<file path="src/rtl/akds_pkg.sv">
// akds_pkg: register indexes, mask constants and keystream generator functions
// for the address keyed data scrambler; no dependencies
package akds_pkg;

    // configuration register indexes
    typedef enum logic [1:0] {
        REG_KEY_A   = 2'd0,
        REG_KEY_B   = 2'd1,
        REG_RANDOM  = 2'd2,
        REG_CONTROL = 2'd3
    } t_reg_idx;

    localparam logic [15:0] GEN16_MASK = 16'h6371;
    localparam logic [16:0] GEN17_MASK = 17'h13659;
    localparam logic [31:0] GEN32_MASK = 32'hE519A4F1;

    // control word fields
    localparam int CTL_BYP16   = 0;
    localparam int CTL_BYP17   = 1;
    localparam int CTL_BYP32   = 2;
    localparam int CTL_BYPRND  = 3;
    localparam int CTL_KEYBIT  = 4;

    // 16-bit generator: rotate left by 9, mix with replicated nibble
    function automatic logic [15:0] gen16(input logic [15:0] x);
        logic [15:0] rot;
        logic [3:0]  nib;
        rot = {x[6:0], x[15:7]};
        nib = x[8:5];
        return rot ^ (GEN16_MASK & {4{nib}});
    endfunction

    // 17-bit generator: rotate left by 7, mix with scattered address bits
    function automatic logic [16:0] gen17(input logic [16:0] x);
        logic [16:0] rot;
        logic [3:0]  nib;
        rot = {x[9:0], x[16:10]};
        nib = {x[1], x[5], x[9], x[13]};
        return rot ^ (GEN17_MASK & {x[4], {4{nib}}});
    endfunction

    // 32-bit generator: rotate left by 17, mix with replicated nibble
    function automatic logic [31:0] gen32(input logic [31:0] x);
        logic [31:0] rot;
        logic [3:0]  nib;
        rot = {x[14:0], x[31:15]};
        nib = x[5:2];
        return rot ^ (GEN32_MASK & {8{nib}});
    endfunction

    // byte swap of a half word
    function automatic logic [15:0] swap16(input logic [15:0] h);
        return {h[7:0], h[15:8]};
    endfunction

endpackage

</file>
<file path="src/rtl/address_keyed_data_scrambler.sv">
// address_keyed_data_scrambler: top level, three stage scrambling pipeline
// depends on akds_pkg
//
// A word started at a rising edge comes back with o_done high after it has passed the
// stage 1, 2 and 3 registers, and a new word may be started in every cycle: o_busy is
// always low. The depth is set by the three register stages: address forming and keying,
// the three generators, and the final keystream combine with the data. Each result
// sits on o_data_out for the one cycle that o_done is high; the receiver cannot
// stall it. Encryption and decryption are the same operation. Configuration is
// sampled when a word enters; bits 31:24 of the control word all zeros or all ones
// pass data through unchanged.
module address_keyed_data_scrambler (
    input  logic        i_clk,
    input  logic        i_rst_n,
    input  logic        i_start,
    output logic        o_busy,
    input  logic [31:0] i_bus_address,
    input  logic [31:0] i_data_in,
    output logic        o_done,
    output logic [31:0] o_data_out,
    input  logic        i_cfg_we,
    input  logic [1:0]  i_cfg_idx,
    input  logic [31:0] i_cfg_data
);
    import akds_pkg::*;

    logic [31:0] r_key_a, r_key_b, r_random, r_control;

    logic        r_v1, r_v2, r_v3;
    logic [15:0] r1_a16;
    logic [16:0] r1_a17;
    logic [31:0] r1_a32, r1_rnd, r1_data;
    logic [2:0]  r1_kill;
    logic [15:0] r2_p16, r2_p17;
    logic [31:0] r2_p32, r2_rnd, r2_data;
    logic [31:0] r3_data_out;

    logic [15:0] n_a16, hi_form, lo_form;
    logic [16:0] n_a17, k17;
    logic [31:0] n_a32, a32_rot, a17_shift, n_rnd;
    logic [2:0]  n_kill;
    logic        all_off;
    logic [16:0] p17_full;

    // configuration registers
    always_ff @(posedge i_clk) begin
        if (!i_rst_n) begin
            r_key_a   <= '0;
            r_key_b   <= '0;
            r_random  <= '0;
            r_control <= '0;
        end else if (i_cfg_we) begin
            case (t_reg_idx'(i_cfg_idx))
                REG_KEY_A:   r_key_a   <= i_cfg_data;
                REG_KEY_B:   r_key_b   <= i_cfg_data;
                REG_RANDOM:  r_random  <= i_cfg_data;
                REG_CONTROL: r_control <= i_cfg_data;
                default:     r_key_a   <= r_key_a;
            endcase
        end
    end

    // stage 1: address forms, key mixing and bypass decode
    always_comb begin
        all_off = (r_control[31:24] == 8'h00) || (r_control[31:24] == 8'hFF);

        hi_form = r_control[6] ? swap16(i_bus_address[31:16]) : i_bus_address[31:16];
        lo_form = r_control[5] ? swap16(i_bus_address[15:0]) : i_bus_address[15:0];
        n_a16   = hi_form ^ lo_form ^ r_key_b[31:16];

        k17       = {r_key_b[15:8], r_control[CTL_KEYBIT], r_key_b[7:0]};
        a17_shift = i_bus_address >> r_control[9:8];
        n_a17     = a17_shift[16:0] ^ k17;

        case (r_control[12:11])
            2'd0:    a32_rot = i_bus_address;
            2'd1:    a32_rot = {i_bus_address[7:0], i_bus_address[31:8]};
            2'd2:    a32_rot = {i_bus_address[15:0], i_bus_address[31:16]};
            default: a32_rot = {i_bus_address[23:0], i_bus_address[31:24]};
        endcase
        n_a32 = a32_rot ^ r_key_a;

        n_kill = {all_off | r_control[CTL_BYP32],
                  all_off | r_control[CTL_BYP17],
                  all_off | r_control[CTL_BYP16]};
        n_rnd  = (all_off | r_control[CTL_BYPRND]) ? '0 : r_random;
    end

    always_ff @(posedge i_clk) begin
        r1_a16  <= n_a16;
        r1_a17  <= n_a17;
        r1_a32  <= n_a32;
        r1_kill <= n_kill;
        r1_rnd  <= n_rnd;
        r1_data <= i_data_in;
    end

    // stage 2: the three generators, gated by their bypasses
    assign p17_full = gen17(r1_a17);

    always_ff @(posedge i_clk) begin
        r2_p16  <= r1_kill[0] ? '0 : gen16(r1_a16);
        r2_p17  <= r1_kill[1] ? '0 : p17_full[15:0];
        r2_p32  <= r1_kill[2] ? '0 : gen32(r1_a32);
        r2_rnd  <= r1_rnd;
        r2_data <= r1_data;
    end

    // stage 3: combine keystream with the data word
    always_ff @(posedge i_clk) begin
        r3_data_out <= r2_data ^ r2_p32 ^ {r2_p16, r2_p17} ^ r2_rnd;
    end

    // valid bits travel with the word
    always_ff @(posedge i_clk) begin
        if (!i_rst_n) begin
            r_v1 <= 1'b0;
            r_v2 <= 1'b0;
            r_v3 <= 1'b0;
        end else begin
            r_v1 <= i_start;
            r_v2 <= r_v1;
            r_v3 <= r_v2;
        end
    end

    assign o_busy     = 1'b0;
    assign o_done     = r_v3;
    assign o_data_out = r3_data_out;

endmodule

</file>
<file path="config.mk">
export PLATFORM = sky130hd
export DESIGN_NAME = address_keyed_data_scrambler
export DESIGN_NICKNAME = d
export VERILOG_FILES = /design/src/rtl/akds_pkg.sv /design/src/rtl/address_keyed_data_scrambler.sv
export SDC_FILE = /design/constraint.sdc
export NUM_CORES = 1
export LEC_CHECK = 0
export BUFFER_PORTS_ARGS = -buffer_cell sky130_fd_sc_hd__buf_2
export CAP_MARGIN = 10
export CORE_MARGIN = 4
export CORE_UTILIZATION = 50
export CTS_CLUSTER_SIZE = 16
export DETAILED_ROUTE_END_ITERATION = 12
export PLACE_DENSITY = 0.72
export SLEW_MARGIN = 10
export SYNTH_ARGS = -nofsm -noshare
export SYNTH_HDL_FRONTEND = slang
export SYNTH_SLANG_ARGS = --single-unit
</file>
<file path="constraint.sdc">
create_clock -name i_clk -period 1.43 [get_ports i_clk]
set_clock_uncertainty 0.05 [all_clocks]
set_input_delay 0.0715 -clock i_clk [delete_from_list [all_inputs] [get_ports i_clk]]
set_output_delay 0.0715 -clock i_clk [all_outputs]
set_load 0.005 [all_outputs]
</file>
### After elaboration in Yosys (flattened, before gate mapping)

Cells that the tools add are included.

* equal/unequal tests: 6
* shift-type cells: 1
* mux-type cells: 3
* bitwise operators: 14
* reduce and logical (&&, ||, !) cells: 8

Operators by type and width (count)
* 32-bit XOR: 5
* 32-bit case mux with 3 select lines: 1
* 16-bit 2-to-1 mux: 2
* 32-bit by 2-bit right shift with 17-bit output: 1
* 16-bit XOR: 2
* 17-bit XOR: 1
* 16-bit by 14-bit XOR with 16-bit output: 1
* 16-bit by 15-bit XOR with 16-bit output: 1
* 8-bit == test (second input constant): 1
* 8-bit logical NOT: 1
* 2-bit AND reduction: 4
* 2-bit == test (second input constant): 3
* 2-bit by 1-bit == test with 1-bit output (second input constant): 2
* 2-bit logical NOT: 2
* 1-bit OR: 4
* 1-bit logical OR: 1

* bits in registers: 423
* bits of input ports: 102
* word-level logic and storage cells: 51

### Longest topological paths before layout

Gate-level depths: netlist of run 1.

* depth in word-level cells: 3
* depth in mapped cells: 5
* gate-level depth less buffers: 3

### Worst setup path after synthesis of run 1

Ideal clock, no wire load.

* path kind: reg-to-reg
* from: reg r_control[8]
* to: reg r1_a17[10]
* setup time: 118 ps
* data arrival time: 1263 ps
* slack: 0 ps
* stages on the path, launching flop included: 5
* path buffers: 2
* path through: dfxtp_1 > buf_6 > buf_6 > mux4_2 > xor2_1

* word-level cells in the longest chain between the ends: 2

Ends and longest elaborated chain
* start: declaration: line address_keyed_data_scrambler.sv:27 `logic [31:0] r_key_a, r_key_b, r_random, r_control;`
* start signal: assignment: line address_keyed_data_scrambler.sv:57 `REG_CONTROL: r_control <= i_cfg_data;`
* 32-bit by 2-bit right shift with 17-bit output: line address_keyed_data_scrambler.sv:72 `a17_shift = i_bus_address >> r_control[9:8];`
* 17-bit XOR: line address_keyed_data_scrambler.sv:73 `n_a17 = a17_shift[16:0] ^ k17;`
* net n_a17[10]: line address_keyed_data_scrambler.sv:39 `logic [16:0] n_a17, k17;`
* end signal: assignment: line address_keyed_data_scrambler.sv:91 `r1_a17 <= n_a17;`
* end: declaration: line address_keyed_data_scrambler.sv:31 `logic [16:0] r1_a17;`

The timed path passes the listed nets, and every way through them passes these cells.
A chain may end at the register's enable or synchronous reset.

### Worst setup path after layout of run 1

* from: reg r_control[27]
* to: reg r1_rnd[16]

* word-level cells in the longest chain between the ends: 3
* elaborated cells on any way between the ends: 4

Ends and longest elaborated chain
* 8-bit == test or 8-bit logical NOT (tied branches): line address_keyed_data_scrambler.sv:65 `all_off = (r_control[31:24] == 8'h00) || (r_control[31:24] == 8'hFF);`
* 1-bit logical OR *: line address_keyed_data_scrambler.sv:65
* 1-bit OR *: line address_keyed_data_scrambler.sv:86 `n_rnd = (all_off | r_control[CTL_BYPRND]) ? '0 : r_random;`
* end signal: assignment: line address_keyed_data_scrambler.sv:94 `r1_rnd <= n_rnd;`
* end: declaration: line address_keyed_data_scrambler.sv:32 `logic [31:0] r1_a32, r1_rnd, r1_data;`

Mark *: on every way between the ends. The rest lies on a longest branch, timed or not.

==> out/qor.yml, run 1 <==
area_growth_pct: 24.2
outcome: "complete, but fails checks"
critPathArrivalTime_ps: 1820
synth_nets: 1335
rrSetupSlack_ps: -40
maxClockFrequency_mhz: 679
synthSimpleGateAreaFrac: 0.112
cts_buffers: 41
worst-slew-pin-transition_ps: 562
routed_wl_mm: 35.7
cts_max_level: 2
hold_violations: 0
violations: "setup timing"
grtUsageTotal: 0.224
power.density_nw_per_um2: 1470
max-vdd-ir-drop_mv: 0.925
path_cells: "or4_4 > nor2_4 > buf_12 > nor4b_1"
hold_path_class: "in2reg"
yosys_warnings: 0
multi_input_area_sq_um: 5780
synthMuxAreaShare: 0.104
p_leak_uw: 0.00701
cts-root-buf: "clkbuf_16"
setup_violations: 31
grt_pass1_wl_mm: 54.1
gp_congestion: 0.885
critPathLaunchType: "flip-flop"
crit_slowest_cell: "or4_4"
ys_types: 30
synth.yosys.seq_area_share: 0.568
synth_ff_type: "dfxtp_1"
fin_cells: 1880
drv_slew: 0
path_delay_family: "simple AND/OR/NAND/NOR gates"
fin_ws_ps: -42.7
total_power_uw: 26300
rows: 61
relSlewSlack: 0.625
max_cap_violations: 0
yosysTopAreaCell: "dfxtp_1"
grt_pass1_vias: 9564
diodes: 0
syn_inst: 1233
worstHoldStart: "i_bus_address[4]"
drtIter0Drc: 595
synth.area.top_cells: "dfxtp_1 (57%), xnor2_1 (7.7%), nand2_1 (6.0%), xor2_1 (4.9%), a21boi_0 (4.8%)"
crit_start: "r_control[27]"
wl_per_cell_um: 19.0
end_kind: "flip-flop"
dp_cells: 1720
core_area_sq_um: 28100
synth_top_family_by_area: "XOR/XNOR gates"
grt_max_degree: 53
synth-compound-area-share: 0.0599
cp.buffers_inverters: 1
io_pins: 136
reg2reg_depth: 4
r2r_start: "r_control[27]"
dpl_cell_area_sq_um: 15700
cts_tree: "built"
port_buffers: 134
clk_pin_slew_ps: 60
antenna_found_initial: 1
period_needed_ps: 1470
die_h_um: 178
synthAdderAreaFrac: 0
synthTopCellsByCount: "dfxtp_1 (409), nand2_1 (230), xnor2_1 (127)"
r2r-end: "r1_rnd[16]"
fin_hold_ws_ps: 14.1
clock_latency_ps: 530
layout.nets: 1577
drive_gt1_frac: 0.206
rsz0062_at_grt: "yes"
die_w_um: 178
cts_sinks: 409
drtAntennaViolNets: 0
synth_top_area_share: 0.568
vias_per_cell: 5.07
dp_hpwl_mm: 24.0
vias: 9530
min_period_over_period: 1.03
drc: 0
path_class: "reg2reg"
cp_max_fo: 24
cts_buffer_depth: 3
synth.most_common_cell: "dfxtp_1"
n_fill_cell: 2263
synth_xor_area_frac: 0.126
cp.required_ps: 1780
die_area_sq_um: 31600
synth_edf_count: 0
endpoint: "r1_rnd[16]"
crit_cells: 4
first_pass_iters: 4
overflow: 0
async_reset_ff_frac: 0
finalSetupTns_ps: -646
finalInstanceArea_sq_um: 17900
critical-path-max-stage-delay_ps: 540
synth_area_sq_um: 14400
regArea_sq_um: 8200
postSynthAreaPerCell_sq_um: 11.7
initial_utilization: 0.513
ys_ff_latch: 409
==> flip-flops by register name, summed over array words and instances, names as in the netlist, 17 cells and up <==
name	count
o_data_out	32
r1_a32	32
r1_data	32
r1_rnd	32
r2_data	32
r2_p32	32
r2_rnd	32
r_key_a	32
r_key_b	32
r_random	32
r_control	19
r1_a17	17
==> layout make-up <==
| type | instances | share of cell area |
|---|---|---|
| Timing Repair Buffer | 273 | 0.121 |
| Tap cell | 378 | 0.0264 |
| Clock inverter | 15 | 0.00867 |
| Sequential cell | 409 | 0.458 |
| Multi-Input combinational cell | 750 | 0.323 |
| Clock buffer | 55 | 0.0625 |
==> worst reg2reg max path: stages (launching register included) <==
cell and delay [ps]:
dfxtp_1 310, or4_4 540, nor2_4 150, buf_12 190
nor4b_1 110
==> where the power goes <==
group	switching [uW]	leakage [uW]	internal, uW
logic	1480	0.00300	1690
registers	526	0.00338	12500
clock network	4260	0.000632	5870
==> cell usage in the layout, fill, tap and decap left out, types with 2 or more instances in the layout <==
cell	count
a21boi_0	92
a21boi_1	23
and2_1	3
and3b_1	2
buf_12	16
buf_2	136
buf_4	30
buf_6	2
buf_8	3
bufinv_16	2
clkbuf_1	10
clkbuf_16	42
clkbuf_8	4
clkinv_2	9
clkinv_8	2
dfxtp_1	406
dfxtp_4	3
dlygate4sd3_1	85
mux2i_1	32
mux4_1	2
mux4_2	47
nand2_1	230
nand3b_1	2
nand4_1	2
nor2_1	31
nor2b_1	32
nor4b_1	26
nor4b_2	6
or3_1	3
or4_4	2
xnor2_1	127
xor2_1	81
==> kinds of logic after synthesis <==
group | after synthesis
AO/OA/AOI/OAI | 115
XOR/XNOR | 208
buffers and inverters | 74
flip-flops | 409
multiplexers | 81
other | 1
AND/OR/NAND/NOR | 345
==> worst min-delay path by stage <==
stage	end	slack [ps]	cells after the start
after floorplan	r1_data[0]	50	0
after global placement	r1_data[25]	120	1
after detailed placement	r1_data[22]	130	1
after CTS	r1_a16[4]	0.3	3
after global routing	r1_a32[4]	10	3
final	r1_a16[4]	10	3
==> layer usage <==
metal,track usage,share of wire,vias up
li1,-,-,4540
met1,0.301,0.43,4595
met2,0.374,0.48,333
met3,0.0403,0.067,62
met4,0.0638,0.022,0
met5,0,0,-
==> through the flow <==
stage          utilization  setup WS (ps)
2_1_floorplan            -           3.30
3_3_place_gp         0.559          -18.3
3_5_place_dp         0.559          -49.8
4_1_cts              0.637          -33.0
5_1_grt              0.637          -67.5
6_report             0.637          -42.7
==> what timing repair did <==
action / CTS / global route
setup endpoints to repair: 53 / 56
buffers inserted: 2 / 0
gates resized for setup: 13 / 29
hold buffers: 85 / 0
hold endpoints to repair: 181 / 0
cloned: 2 / 1
Power figures use the tool's default switching activity.
==> run 2, diff against run 1 <==
- BUFFER_PORTS_ARGS: -buffer_cell sky130_fd_sc_hd__buf_2 -> -buffer_cell sky130_fd_sc_hd__buf_4
==> run 2 against run 1 <==
  * Via count is 1.3% higher
  * The flow still finishes with violations (setup timing)
  * Critical path depth stayed put
  * Worst hold slack better by 10 ps
  * Design area is 3.9% higher
  * Non-clock buffer count is 14 higher
  * Clock-buffer cell count is 1 higher
  * Sequential share of layout area is 1.7 points lower
  * Maximum frequency is 0.84% lower
  * Wire length is 0.48% higher
  * Final cell count is 1.0% higher
  * Largest power group unchanged
  * Sequential cell count stayed put
==> out/qor.yml, run 2 (synthesis gave the netlist of run 1 again) <==
outcome: "complete, but fails checks"  # unchanged
violations: "setup timing"  # unchanged
drc: 0  # unchanged
initial_utilization: 0.513  # unchanged
cts_tree: "built"  # unchanged
layout_commonest_cell: "dfxtp_1"  # unchanged
cts_sinks: 409  # unchanged
io_pins: 136  # unchanged
antenna_found_initial: 1  # unchanged
core_area_sq_um: 28100  # unchanged
clock_latency_ps: 520  # was 530 ps
comb_power_share: 0.123  # was 0.120
cts_buffers: 42  # was 41
seqPwrFrac: 0.466  # was 0.495
fin_ws_ps: -55.1  # was -42.7 ps
die_area_sq_um: 31600  # unchanged
hold_violations: 0  # unchanged
switching_share: 0.229  # was 0.238
critPathArrivalTime_ps: 1830  # was 1820 ps
vias: 9654  # was 9530
die_w_um: 178  # unchanged
max_cap_violations: 0  # unchanged
clk_pin_slew_ps: 60  # about the same
drive_gt1_frac: 0.208  # was 0.206
overflow: 0  # unchanged
p_int_uw: 21600  # was 20100 uW
period_needed_ps: 1490  # was 1470 ps
path_delay_family: "simple AND/OR/NAND/NOR gates"  # unchanged
switchingPower_uw: 6420  # was 6270 uW
grtUsageTotal: 0.224  # about the same
end_kind: "flip-flop"  # unchanged
layout.nets: 1592  # was 1577
path_cells: "or4_4 > nor2_4 > buf_12 > nor4b_1"  # unchanged
max-vdd-ir-drop_mv: 0.899  # was 0.925 mV
rsz0062_at_grt: "yes"  # unchanged
crit_slowest_cell: "or4_4"  # unchanged
dp_hpwl_mm: 23.8  # was 24.0 mm
min_period_over_period: 1.04  # was 1.03
layout_common_cells: "dfxtp_1 (405), nand2_1 (230), buf_4 (164), xnor2_1 (127), dlygate4sd3_1 (96)"  # was dfxtp_1 (406), nand2_1 (230), buf_2 (136), xnor2_1 (127), a21boi_0 (92)
total_power_uw: 28000  # was 26300 uW
cp.buffers_inverters: 1  # unchanged
critPathLaunchType: "flip-flop"  # unchanged
critical-path-max-stage-delay_ps: 540  # about the same
vias_per_cell: 5.08  # was 5.07
finalSetupTns_ps: -916  # was -646 ps
grt_pass1_wl_mm: 54.3  # was 54.1 mm
grt_max_degree: 119  # was 53
worstHoldStart: "i_cfg_idx[1]"  # was i_bus_address[4]
first_pass_iters: 7  # was 4
worstHoldEndpoint: "r_key_a[26]"  # was r1_a16[4]
drtIter0Drc: 566  # was 595
rows: 61  # unchanged
n_fill_cell: 2121  # was 2263
cp_max_fo: 24  # unchanged
path_class: "reg2reg"  # unchanged
drv_slew: 0  # unchanged
rrSetupSlack_ps: -60  # was -40 ps
gp_congestion: 0.881  # was 0.885
routed_wl_mm: 35.9  # was 35.7 mm
drtAntennaViolNets: 0  # unchanged
grt_pass1_vias: 9656  # was 9564
hold_path_depth: 5  # was 3
reg2reg_depth: 4  # unchanged
hold_path_class: "in2reg"  # unchanged
p_leak_uw: 0.00729  # was 0.00701 uW
wl_per_cell_um: 18.9  # was 19.0 um
setup_violations: 25  # was 31
cts-root-buf: "clkbuf_16"  # unchanged
crit_start: "r_control[27]"  # unchanged
cts_buffer_depth: 3  # unchanged
cts_max_level: 2  # unchanged
r2r-end: "r1_rnd[16]"  # unchanged
power.density_nw_per_um2: 1510  # was 1470 nW/um^2
clock_power_share: 0.411  # was 0.385
cp.required_ps: 1770  # was 1780 ps
port_buffers: 134  # unchanged
area_growth_pct: 29.0  # was 24.2%
die_h_um: 178  # unchanged
r2r_start: "r_control[27]"  # unchanged
maxClockFrequency_mhz: 673  # was 679 MHz
==> run 2: cell count changes in the layout (fill, tap and decap cells not counted), sizes merged <==
cell,before,now
clkinv,12,9
inv,1,0
clkbuf,56,59
buf,187,188
clkinvlp,0,3
dlygate4sd3,85,96
diode,0,1
bufinv,2,6
==> run 2: worst max path at each step <==
stage,depth (start not counted),endpoint
floorplan,4,r1_a32[10]
global placement,3,r1_a32[28]
detailed placement,3,r1_a32[12]
CTS,3,r1_a32[6]
global route,4,r1_rnd[16]
finish,4,r1_rnd[16]
==> run 2: area by class of cell <==
cell class / count / area [sq um] / share of cell area
Antenna cell: 1 / 2.50 / 0.000135
Tap cell: 378 / 473 / 0.0254
Clock inverter: 18 / 259 / 0.0139
Multi-Input combinational cell: 750 / 5760 / 0.310
Clock buffer: 56 / 1230 / 0.0660
Timing Repair Buffer: 287 / 2670 / 0.143
Sequential cell: 409 / 8200 / 0.441
==> run 2: layer usage <==
| metal | wire [um] | vias to the layer above | part of all wire | track usage |
|---|---|---|---|---|
| li1 | - | 4576 | - | - |
| met1 | 15200 | 4658 | 0.42 | 0.293 |
| met2 | 17100 | 354 | 0.48 | 0.371 |
| met3 | 2750 | 66 | 0.077 | 0.0558 |
| met4 | 836 | 0 | 0.023 | 0.0635 |
| met5 | 0 | - | 0 | 0 |
==> run 2: worst register-to-register path: stages (launching register included) <==
cell and delay, ps:
dfxtp_2 320, or4_4 540, nor2_4 160, buf_12 190
nor4b_1 100
==> run 2: metrics by stage <==
step | setup slack [ps] | std cells | cell area [sq um] | util | hold WS [ps]
6_report | -55.1 | 1899 | 18600 | 0.662 | 24.5
5_1_grt | -113 | 1898 | 18600 | 0.662 | 9.24
4_1_cts | -62.2 | 1889 | 18500 | 0.658 | 3.32
3_5_place_dp | -51.5 | 1718 | 16000 | 0.570 | 127
3_3_place_gp | -31.5 | 1718 | 16000 | 0.570 | 126
2_1_floorplan | 3.30 | 1233 | 14400 | - | 49.2
==> run 2: power by group through the flow <==
stage | sequential, uW | clock, uW | combinational [uW]
final | 13000 | 11500 | 3450
after global routing | 13100 | 12100 | 3740
after CTS | 13000 | 11600 | 3440
after detailed placement | 13300 | 0 | 3190
after global placement | 13300 | 0 | 3140
after floorplan | 13200 | 0 | 1780
==> run 2: what timing repair did <==
item,4_1_cts,5_1_grt
hold buffers,96,0
endpoints found under the hold margin,201,0
gates cloned,1,3
resized for setup,4,34
setup buffers,0,7
setup endpoints to repair,55,74
==> run 3, diff against run 2 <==
- CAP_MARGIN: 10 -> 5
- PLACE_DENSITY: 0.72 -> 0.76
==> run 3 against run 2 <==
  * The flow still finishes with violations (setup timing)
  * Non-clock buffer count down 2
  * Critical path depth up 1
  * Critical path type unchanged
  * Largest cell class unchanged
  * Global-route usage up 0.48 points
  * Combinational power up 3%
  * Sequential cell count unchanged
  * Highest routed layer unchanged
  * Maximum frequency down 1.3%
  * Sequential power about the same
  * Setup slack worse by 19 ps
  * Final cell count down 0.11%
  * Design area down 0.61%
  * Core utilization down 0.40 points
==> out/qor.yml, run 3 (synthesis gave the netlist of run 1 again) <==
outcome: "complete, but fails checks"  # unchanged
violations: "setup timing"  # unchanged
antenna_found_initial: 3  # was 1
fin_ws_ps: -74.4  # was -55.1 ps
end_kind: "flip-flop"  # unchanged
core_area_sq_um: 28100  # unchanged
path_class: "reg2reg"  # unchanged
power.density_nw_per_um2: 1490  # was 1510 nW/um^2
routed_wl_mm: 36.7  # was 35.9 mm
die_area_sq_um: 31600  # unchanged
die_w_um: 178  # unchanged
cts_buffer_depth: 3  # unchanged
cp_max_fo: 10  # was 24
drtAntennaViolNets: 0  # unchanged
period_needed_ps: 1500  # was 1490 ps
pre_cts_slack_ps: -68.6  # was -51.5 ps
layout.nets: 1589  # was 1592
grtUsageTotal: 0.229  # was 0.224
hold_violations: 0  # unchanged
rsz0062_at_grt: "yes"  # unchanged
cts_sinks: 409  # unchanged
clk_pin_slew_ps: 60  # about the same
layout_commonest_cell: "dfxtp_1"  # unchanged
rows: 61  # unchanged
max_cap_violations: 0  # unchanged
cts-root-buf: "clkbuf_16"  # unchanged
first_pass_iters: 5  # was 7
grt_pass1_vias: 9693  # was 9656
gp_congestion: 0.880  # was 0.881
vias_per_cell: 5.14  # was 5.08
io_pins: 136  # unchanged
fin_cells: 1897  # was 1899
regArea_sq_um: 8200  # about the same
maxClockFrequency_mhz: 665  # was 673 MHz
critPathArrivalTime_ps: 1840  # was 1830 ps
cts_tree: "built"  # unchanged
p_leak_uw: 0.00725  # was 0.00729 uW
p_int_uw: 21100  # was 21600 uW
dpl_cell_area_sq_um: 16000  # about the same
dp_hpwl_mm: 23.7  # was 23.8 mm
area_growth_pct: 28.2  # was 29.0%
wl_per_cell_um: 19.3  # was 18.9 um
layout_common_cells: "dfxtp_1 (404), nand2_1 (230), buf_4 (162), xnor2_1 (127), dlygate4sd3_1 (98)"  # was dfxtp_1 (405), nand2_1 (230), buf_4 (164), xnor2_1 (127), dlygate4sd3_1 (96)
clock_power_share: 0.395  # was 0.411
cp.required_ps: 1770  # about the same
setup_violations: 35  # was 25
finalInstanceArea_sq_um: 18500  # was 18600 sq um
min_period_over_period: 1.05  # was 1.04
seqPwrFrac: 0.475  # was 0.466
initial_utilization: 0.513  # unchanged
grt_max_degree: 118  # was 119
vias: 9754  # was 9654
n_fill_cell: 2088  # was 2121
fin_hold_ws_ps: 29.8  # was 24.5 ps
multi_input_area_sq_um: 5770  # was 5760 sq um
drv_slew: 0  # unchanged
die_h_um: 178  # unchanged
switching_share: 0.234  # was 0.229
hold_path_class: "in2reg"  # unchanged
critPathLaunchType: "flip-flop"  # unchanged
drtIter0Drc: 797  # was 566
clock_latency_ps: 520  # about the same
dp_cells: 1715  # was 1718
overflow: 0  # unchanged
comb_power_share: 0.130  # was 0.123
cts_max_level: 2  # unchanged
max-vdd-ir-drop_mv: 0.741  # was 0.899 mV
drc: 0  # unchanged
fin_util: 0.658  # was 0.662
grt_pass1_wl_mm: 55.2  # was 54.3 mm
switchingPower_uw: 6420  # about the same
cts_buffers: 41  # was 42
port_buffers: 134  # unchanged
drive_gt1_frac: 0.201  # was 0.208
-- run 3: routing by layer --
metal | vias up | GRT usage | wire (um)
li1 | 4576 | - | -
met1 | 4721 | 0.300 | 15000
met2 | 394 | 0.386 | 17800
met3 | 63 | 0.0479 | 2990
met4 | 0 | 0.0651 | 857
met5 | - | 0 | 0
-- run 3: worst paths after layout --
kind            startpoint     endpoint  slack [ps]  depth (start not counted)
min           i_cfg_idx[0]  r_key_a[30]          30                          5
max          r_control[27]   r1_rnd[27]         -70                          5
min reg2reg    r1_data[24]  r2_data[24]         270                          0
max reg2reg  r_control[27]   r1_rnd[27]         -70                          5
-- run 3: per-stage QoR --
step	TNS, ps	total power, uW
floorplan	0	14900
CTS	-2370	27500
detailed placement	-2300	16500
finish	-2230	27500
global placement	-1120	16400
global route	-3330	28500
-- run 3: layout make-up --
type,instances,area share
Antenna cell,2,0.000271
Clock buffer,58,0.0644
Clock inverter,15,0.0105
Multi-Input combinational cell,750,0.312
Sequential cell,409,0.444
Tap cell,378,0.0256
Timing Repair Buffer,285,0.143
-- run 3: power groups by stage --
stage / Sequential (uW) / Clock [uW] / Combinational (uW)
after floorplan: 13200 / 0 / 1780
after global placement: 13300 / 0 / 3170
after detailed placement: 13300 / 0 / 3220
after CTS: 13000 / 11000 / 3520
after global routing: 13100 / 11500 / 3840
final: 13000 / 10900 / 3560
-- run 3: critical path, cell delays in order, from the launching register on --
cell     delay [ps]
dfxtp_2         310
or4_4           540
nor2_4          140
buf_4           130
buf_12          140
nor4b_1          60
-- run 3: repair_timing --
action	4_1_cts	5_1_grt
buffers inserted	2	4
setup endpoints to repair	58	60
cloned	1	3
resized for setup	8	31
endpoints found under the hold margin	202	0
hold buffers	98	0
